[config.mk]
export PLATFORM = sky130hd
export DESIGN_NAME = priority_sorted_task_table
export DESIGN_NICKNAME = d
export VERILOG_FILES = /design/src/rtl/core/ptt_pkg.sv /design/src/rtl/core/ptt_cell.sv /design/src/rtl/core/priority_sorted_task_table.sv
export SDC_FILE = /design/constraint.sdc
export NUM_CORES = 1
export LEC_CHECK = 0
export CELL_PAD_IN_SITES_DETAIL_PLACEMENT = 1
export CELL_PAD_IN_SITES_GLOBAL_PLACEMENT = 1
export CORE_MARGIN = 4
export CORE_UTILIZATION = 52
export CTS_CLUSTER_DIAMETER = 50
export CTS_CLUSTER_SIZE = 30
export DETAILED_ROUTE_END_ITERATION = 12
export DONT_BUFFER_PORTS = 1
export GPL_TIMING_DRIVEN = 0
export PLACE_DENSITY = 0.85
export SYNTH_ARGS = -nofsm -noshare
export SYNTH_HDL_FRONTEND = slang
export SYNTH_SLANG_ARGS = --single-unit
[constraint.sdc]
create_clock -name clk -period 5.7 [get_ports clk]
set_input_delay 1.14 -clock clk [delete_from_list [all_inputs] [get_ports clk]]
set_output_delay 1.14 -clock clk [all_outputs]
set_load 0.01 [all_outputs]
[src/rtl/core/ptt_pkg.sv]
// shared types, codes and constants of the priority sorted task table
`default_nettype none
package ptt_pkg;

  localparam int unsigned DEPTH_DEF  = 16;
  localparam int unsigned ID_W_DEF   = 16;
  localparam int unsigned IN_ID_W    = 16;
  localparam int unsigned PRIO_W     = 2;
  localparam int unsigned KIND_W     = 2;
  localparam int unsigned STATUS_W   = 2;
  localparam int unsigned OUT_CNT_W  = 5;

  localparam logic [KIND_W-1:0] KIND_INSERT = 2'd0;
  localparam logic [KIND_W-1:0] KIND_REMOVE = 2'd1;
  localparam logic [KIND_W-1:0] KIND_CLEAR  = 2'd2;

  localparam logic [STATUS_W-1:0] ST_OK        = 2'd0;
  localparam logic [STATUS_W-1:0] ST_FULL      = 2'd1;
  localparam logic [STATUS_W-1:0] ST_BAD_PRIO  = 2'd2;
  localparam logic [STATUS_W-1:0] ST_NOT_FOUND = 2'd3;

  localparam logic [PRIO_W-1:0] PRIO_NONE = 2'd0;

  typedef struct packed {
    logic do_ins;
    logic do_rem;
  } ptt_ctrl_t;

endpackage
`default_nettype wire

[src/rtl/core/ptt_cell.sv]
// one table slot: holds an id and a priority, shifts with its neighbors
`default_nettype none
module ptt_cell #(
  parameter int unsigned ID_BITS = ptt_pkg::ID_W_DEF
) (
  input  wire logic                        clk,
  input  wire ptt_pkg::ptt_ctrl_t          ctrl,
  input  wire logic [ID_BITS-1:0]          key_id,
  input  wire logic [ptt_pkg::PRIO_W-1:0]  key_prio,
  input  wire logic                        occ,
  input  wire logic                        prev_after,
  output logic                             after_o,
  input  wire logic                        hit_in,
  output logic                             hit_out,
  input  wire logic [ID_BITS-1:0]          prev_id,
  input  wire logic [ptt_pkg::PRIO_W-1:0]  prev_prio,
  input  wire logic [ID_BITS-1:0]          next_id,
  input  wire logic [ptt_pkg::PRIO_W-1:0]  next_prio,
  output logic [ID_BITS-1:0]               id_o,
  output logic [ptt_pkg::PRIO_W-1:0]       prio_o
);

  logic [ID_BITS-1:0]         id_r;
  logic [ID_BITS-1:0]         id_nxt;
  logic [ptt_pkg::PRIO_W-1:0] prio_r;
  logic [ptt_pkg::PRIO_W-1:0] prio_nxt;
  logic                       match;

  // slot is at or after the insert point
  assign after_o = !occ || (prio_r > key_prio);
  assign match   = occ && (id_r == key_id);
  assign hit_out = hit_in || match;

  always_comb begin
    id_nxt   = id_r;
    prio_nxt = prio_r;
    if (ctrl.do_ins) begin
      if (prev_after) begin
        id_nxt   = prev_id;
        prio_nxt = prev_prio;
      end else if (after_o) begin
        id_nxt   = key_id;
        prio_nxt = key_prio;
      end
    end else if (ctrl.do_rem && hit_out) begin
      id_nxt   = next_id;
      prio_nxt = next_prio;
    end
  end

  always_ff @(posedge clk) begin
    id_r   <= id_nxt;
    prio_r <= prio_nxt;
  end

  assign id_o   = id_r;
  assign prio_o = prio_r;

endmodule
`default_nettype wire

[src/rtl/core/priority_sorted_task_table.sv]
// top level: sorted task table built from a chain of slot cells
// the accepting edge latches the operands and sets busy; the execute cycle updates the
// chain and registers the result beat; no new command is taken while busy is high
// the remove search ripples a hit flag combinationally through the whole cell chain
// results cannot be stalled; out_valid is high for exactly one cycle per command
// synchronous active-low reset empties the table and clears busy and the strobe
`default_nettype none
module priority_sorted_task_table #(
  parameter int unsigned TABLE_DEPTH = ptt_pkg::DEPTH_DEF,
  parameter int unsigned ID_BITS     = ptt_pkg::ID_W_DEF
) (
  input  wire logic                             clk,
  input  wire logic                             rst_n,
  input  wire logic                             start,
  output logic                                  busy,
  input  wire logic [ptt_pkg::KIND_W-1:0]       in_kind,
  input  wire logic [ptt_pkg::IN_ID_W-1:0]      in_task_id,
  input  wire logic [ptt_pkg::PRIO_W-1:0]       in_task_priority,
  output logic                                  out_valid,
  output logic                                  out_accepted,
  output logic [ptt_pkg::STATUS_W-1:0]          out_status,
  output logic [ptt_pkg::OUT_CNT_W-1:0]         out_entry_count
);

  localparam int unsigned CNT_W = $clog2(TABLE_DEPTH + 1);
  localparam logic [CNT_W-1:0] CNT_FULL = CNT_W'(TABLE_DEPTH);

  logic                           busy_r;
  logic                           busy_nxt;
  logic [ptt_pkg::KIND_W-1:0]     kind_r;
  logic [ID_BITS-1:0]             key_id_r;
  logic [ID_BITS-1:0]             key_id_in;
  logic [ptt_pkg::PRIO_W-1:0]     key_prio_r;
  logic [CNT_W-1:0]               count_r;
  logic [CNT_W-1:0]               count_nxt;
  logic                           out_valid_r;
  logic                           out_acc_r;
  logic                           out_acc_nxt;
  logic [ptt_pkg::STATUS_W-1:0]   out_status_r;
  logic [ptt_pkg::STATUS_W-1:0]   out_status_nxt;
  logic                           take;
  logic                           full;
  logic                           found;
  ptt_pkg::ptt_ctrl_t             ctrl;

  logic [TABLE_DEPTH-1:0]         occ;
  logic [TABLE_DEPTH-1:0]         after;
  logic [TABLE_DEPTH-1:0]         hit;
  logic [ID_BITS-1:0]             cell_id   [TABLE_DEPTH];
  logic [ptt_pkg::PRIO_W-1:0]     cell_prio [TABLE_DEPTH];

  assign take = start && !busy_r;
  assign busy = busy_r;
  assign full = (count_r == CNT_FULL);
  assign found = hit[TABLE_DEPTH-1];

  generate
    if (ID_BITS <= ptt_pkg::IN_ID_W) begin : g_id_trunc
      assign key_id_in = in_task_id[ID_BITS-1:0];
    end else begin : g_id_ext
      assign key_id_in = {{(ID_BITS - ptt_pkg::IN_ID_W){1'b0}}, in_task_id};
    end
  endgenerate

  // command latch
  always_ff @(posedge clk) begin
    if (take) begin
      kind_r     <= in_kind;
      key_id_r   <= key_id_in;
      key_prio_r <= in_task_priority;
    end
  end

  // per-command decode, evaluated in the execute cycle
  always_comb begin
    ctrl.do_ins    = 1'b0;
    ctrl.do_rem    = 1'b0;
    count_nxt      = count_r;
    out_acc_nxt    = 1'b0;
    out_status_nxt = ptt_pkg::ST_OK;
    if (busy_r) begin
      unique case (kind_r)
        ptt_pkg::KIND_INSERT: begin
          if (full) begin
            out_status_nxt = ptt_pkg::ST_FULL;
          end else if (key_prio_r == ptt_pkg::PRIO_NONE) begin
            out_status_nxt = ptt_pkg::ST_BAD_PRIO;
          end else begin
            ctrl.do_ins = 1'b1;
            out_acc_nxt = 1'b1;
            count_nxt   = count_r + CNT_W'(1);
          end
        end
        ptt_pkg::KIND_REMOVE: begin
          ctrl.do_rem = 1'b1;
          if (found) begin
            out_acc_nxt = 1'b1;
            count_nxt   = count_r - CNT_W'(1);
          end else begin
            out_status_nxt = ptt_pkg::ST_NOT_FOUND;
          end
        end
        ptt_pkg::KIND_CLEAR: begin
          out_acc_nxt = 1'b1;
          count_nxt   = '0;
        end
        default: begin
          out_acc_nxt = 1'b0;
        end
      endcase
    end
  end

  assign busy_nxt = take;

  always_ff @(posedge clk) begin
    if (!rst_n) begin
      busy_r      <= 1'b0;
      count_r     <= '0;
      out_valid_r <= 1'b0;
    end else begin
      busy_r      <= busy_nxt;
      count_r     <= count_nxt;
      out_valid_r <= busy_r;
    end
  end

  always_ff @(posedge clk) begin
    if (busy_r) begin
      out_acc_r    <= out_acc_nxt;
      out_status_r <= out_status_nxt;
    end
  end

  // cell chain
  genvar gi;
  generate
    for (gi = 0; gi < TABLE_DEPTH; gi++) begin : g_cell
      logic                       p_after;
      logic                       h_in;
      logic [ID_BITS-1:0]         p_id;
      logic [ptt_pkg::PRIO_W-1:0] p_prio;
      logic [ID_BITS-1:0]         n_id;
      logic [ptt_pkg::PRIO_W-1:0] n_prio;

      assign occ[gi] = (CNT_W'(gi) < count_r);

      if (gi == 0) begin : g_first
        assign p_after = 1'b0;
        assign h_in    = 1'b0;
        assign p_id    = key_id_r;
        assign p_prio  = key_prio_r;
      end else begin : g_mid
        assign p_after = after[gi-1];
        assign h_in    = hit[gi-1];
        assign p_id    = cell_id[gi-1];
        assign p_prio  = cell_prio[gi-1];
      end

      if (gi == TABLE_DEPTH - 1) begin : g_last
        assign n_id   = cell_id[gi];
        assign n_prio = cell_prio[gi];
      end else begin : g_inner
        assign n_id   = cell_id[gi+1];
        assign n_prio = cell_prio[gi+1];
      end

      ptt_cell #(
        .ID_BITS (ID_BITS)
      ) u_cell (
        .clk        (clk),
        .ctrl       (ctrl),
        .key_id     (key_id_r),
        .key_prio   (key_prio_r),
        .occ        (occ[gi]),
        .prev_after (p_after),
        .after_o    (after[gi]),
        .hit_in     (h_in),
        .hit_out    (hit[gi]),
        .prev_id    (p_id),
        .prev_prio  (p_prio),
        .next_id    (n_id),
        .next_prio  (n_prio),
        .id_o       (cell_id[gi]),
        .prio_o     (cell_prio[gi])
      );
    end
  endgenerate

  // result beat
  assign out_valid    = out_valid_r;
  assign out_accepted = out_acc_r;
  assign out_status   = out_status_r;

  generate
    if (CNT_W >= ptt_pkg::OUT_CNT_W) begin : g_cnt_trunc
      assign out_entry_count = count_r[ptt_pkg::OUT_CNT_W-1:0];
    end else begin : g_cnt_ext
      assign out_entry_count = {{(ptt_pkg::OUT_CNT_W - CNT_W){1'b0}}, count_r};
    end
  endgenerate

`ifndef ASSERT_OFF
  a_cnt_bound: assert property (@(posedge clk) disable iff (!rst_n)
    count_r <= CNT_FULL)
    else $error("entry count above table depth");

  a_exec_then_beat: assert property (@(posedge clk) disable iff (!rst_n)
    busy_r |=> out_valid_r)
    else $error("missing result beat after execute cycle");

  a_beat_from_exec: assert property (@(posedge clk) disable iff (!rst_n)
    out_valid_r |-> $past(busy_r))
    else $error("result beat without a command");

  a_take_then_busy: assert property (@(posedge clk) disable iff (!rst_n)
    (start && !busy_r) |=> busy_r)
    else $error("command taken but not executing");

  a_full_status: assert property (@(posedge clk) disable iff (!rst_n)
    (out_valid_r && out_status_r == ptt_pkg::ST_FULL) |-> (count_r == CNT_FULL))
    else $error("full status reported on a table with room");
`endif

endmodule
`default_nettype wire
==> results.txt <==
Global routing's busiest layer - met2
Post-DP Area - 21000 sq um
Multiplexer share of the synthesized area - 12.8%
Endpoint class of the critical path - flip-flop
Critical path, cell by cell - clkbuf_1 > nor2_1 > nor2_1 > nand2_1 > clkbuf_1 > clkbuf_1 > clkbuf_1 > a31oi_2 > buf_8
Initial antenna violation count - 2
Largest net degree at the start of global routing - 26
Wirelength, routed - 81900 um
Worst VDD drop - 277 uV
DR iter-0 viols - 2650
Synth Flop Type - edfxtp_1
Final non-filler cell total - 2555
Initial Util - 53.1%
Min cycle time layout - 5320 ps
Clk root buf - clkbuf_16
Clock Sinks - 318
Max Buffers Root-to-Sink - 3
Final Hold Vio Count - 0
Vias - 17300
Area Growth Syn to Fin - 11.4%
Fin nets - 2076
Cell mode on critical path - clkbuf_1
GPL Wtd Cong - 0.962
Syn Nets - 2023
Worst-Skew Late Latency - 570 ps
Max-cap violation count - 0
CTS tree - yes
#FFs+latches synth - 318
Post-Synth XOR/XNOR Area - 11.1%
CP top delay family - buffers and inverters
Cell Pwr Density - 274 nW/um^2
Outcome - complete, no violations
Critical path class - reg -> reg
Hold_ws - 598 ps
CP arrival - 5590 ps
Static Leak - 9.72 nW
Post-Syn Area - 20100 sq um
Largest family of logic cells by synthesized area - multiplexers
CTS resizes - 0
Slew @ Worst Pin - 1490 ps
Die width - 205 um
Sequential area share after synthesis - 47.1%
Fin util - 59.2%
RSZ-0062 raised after global routing - false
Buf/Inv on CP - 5
Slowest-stage cell, CP - edfxtp_1
Adder-cell share of the synthesized area - 2.49%
Crit path max fanout - 17
Final setup fails - 0
Top Ports - 33
I/O Buffers - 0
Fin Clk Skew - 26.8 ps
Worst slack, placed - 680 ps
Synth Warn # - 0
Clock slew at reported path FFs - 60 ps
Placed cells - 2483
Gate Count Post-Synth - 1960
Via density - 6.77
Avg Cell Area, Syn - 10.3 sq um
H-Tree Depth - 2
Compound-Gate Fraction of Synth Area - 9.79%
Drt first pass iters - 5
Gr usage total - 38.6%
Die H - 205 um
Final worst setup slack - 377 ps
Met1 Usage GRT - 50.8%
Synth Area in Simple Gates - 11.4%
Met3 GRT Util - 8.11%
Worst relative slew slack - 0.920%
First-pass GRT wire length - 118000 um
Share of layout cells above drive strength 1 - 9.10%
Overflow after GRT - 0
Post-CTS Setup Repair Bufs - 0
Fin crit share - 93.4%
Dpl hpwl - 58000 um
Final Instance Area - 22400 sq um
Hold_buf cts - 0
Max Freq - 188 MHz
Routed Antenna Nets - 0
Worst hold path type - reg -> reg
Vias in the first global route - 17600
Die area - 41900 sq um
Count of unique library cells instantiated by Yosys - 61
Met2 Resource Use GR - 58.4%
Startpoint Class - flip-flop
Worst path required time - 5970 ps
Number of synthesized flops with an enable pin - 311
Clock buffer count from CTS - 39
Async SR Flop Fraction - 0%
Max Slew Vio Count - 0
Area of the core - 37900 sq um
Drt wl/cell - 32.1 um
Slowest Stage Delay on Critical Path - 1120 ps
Drt drc - 0
Placement row count - 71
-- cells in the mapped netlist, types with 8 or more instances --
| cell | instances | area [sq um] |
|---|---|---|
| xnor2_1 | 126 | 1100 |
| mux2_2 | 17 | 191 |
| buf_6 | 29 | 327 |
| buf_1 | 19 | 71.3 |
| ha_1 | 40 | 500 |
| nand2_1 | 343 | 1290 |
| o21ai_0 | 287 | 1440 |
| edfxtp_1 | 311 | 9340 |
| nand3_1 | 11 | 55.1 |
| or2_2 | 8 | 50.1 |
| nor4_1 | 32 | 200 |
| buf_2 | 16 | 80.1 |
| nand4_1 | 30 | 188 |
| a21oi_1 | 47 | 235 |
| nor2b_1 | 11 | 68.8 |
| nor2_1 | 36 | 135 |
| inv_1 | 31 | 116 |
| mux2i_1 | 238 | 2380 |
| xor2_1 | 130 | 1140 |
| nor3_1 | 20 | 100 |
| clkbuf_1 | 104 | 390 |
-- flip-flops by register name, summed over array words and instances, names as in the netlist, 2 cells and up --
name and flops:
out_status 2, g_cell.p_id 16, out_entry_count 5, kind_r 2, g_cell.u_cell.id_o 256, g_cell.u_cell.prio_o 32
g_cell.p_prio 2
-- layout by cell type, fill, tap and decap left out, types with 30 or more instances in the layout --
cell and n:
clkbuf_1 105, a21oi_1 40, buf_6 30, nand2_1 343, o21ai_0 286, xnor2_1 126, clkbuf_16 40, edfxtp_1 311
inv_1 31, nor4_1 32, xor2_1 130, nand4_1 30, mux2i_1 238, nor2_1 32, ha_1 40
-- tightest hold or removal path: stages (launching register included) --
cell,delay [ps]
edfxtp_1,360
nand2_1,70
o21ai_0,60
-- metal layers --
metal | up-vias | wire length (um) | part of all wire (%)
met5 | - | 17 | 0.021
met4 | 2 | 6530 | 8.0
met3 | 367 | 9890 | 12
met2 | 1442 | 35100 | 43
met1 | 8434 | 30400 | 37
li1 | 7059 | - | -
-- path summary, 6_finish.rpt --
check / start / endpoint / slack, ps / depth (start not counted)
max reg2reg: g_cell[0].p_prio[0]$_DFFE_PP_ / g_cell[15].u_cell.id_o[14]$_DFFE_PP_ / 380 / 9
min: g_cell[15].u_cell.id_o[3]$_DFFE_PP_ / g_cell[14].u_cell.id_o[3]$_DFFE_PP_ / 600 / 2
max: g_cell[0].p_prio[0]$_DFFE_PP_ / g_cell[15].u_cell.id_o[14]$_DFFE_PP_ / 380 / 9
min reg2reg: g_cell[15].u_cell.id_o[3]$_DFFE_PP_ / g_cell[14].u_cell.id_o[3]$_DFFE_PP_ / 600 / 2
-- power breakdown --
group	internal (mW)	switching [mW]	leakage, nW
Combinational	0.212	0.450	6.15
Clock	1.71	1.13	0.688
Sequential	2.60	0.0472	2.88
Total	4.52	1.62	9.72
-- cell type report --
| cell class | instances | area [sq um] |
|---|---|---|
| Inverter | 32 | 120 |
| Antenna cell | 1 | 2.50 |
| Multi-Input combinational cell | 1433 | 9630 |
| Timing Repair Buffer | 12 | 174 |
| Fill cell | 4134 | 15500 |
| Sequential cell | 318 | 9480 |
| Tap cell | 511 | 639 |
| Clock buffer | 42 | 1010 |
| Clock inverter | 29 | 428 |
| Buffer | 177 | 957 |
-- stage by stage --
stage / total power, mW / setup TNS (ps)
2_1_floorplan: 3.07 / 0
3_3_place_gp: 3.28 / -653
3_5_place_dp: 3.32 / 0
4_1_cts: 6.12 / 0
5_1_grt: 6.26 / 0
6_report: 6.15 / 0
-- cells by family after synthesis --
family	Yosys count
adder cells (fa/ha/maj)	40
multiplexers	255
buffers and inverters	209
AND/OR/NAND/NOR	515
XOR/XNOR	256
AO/OA/AOI/OAI	367
flip-flops	318
(Power assumes the default switching activity.)
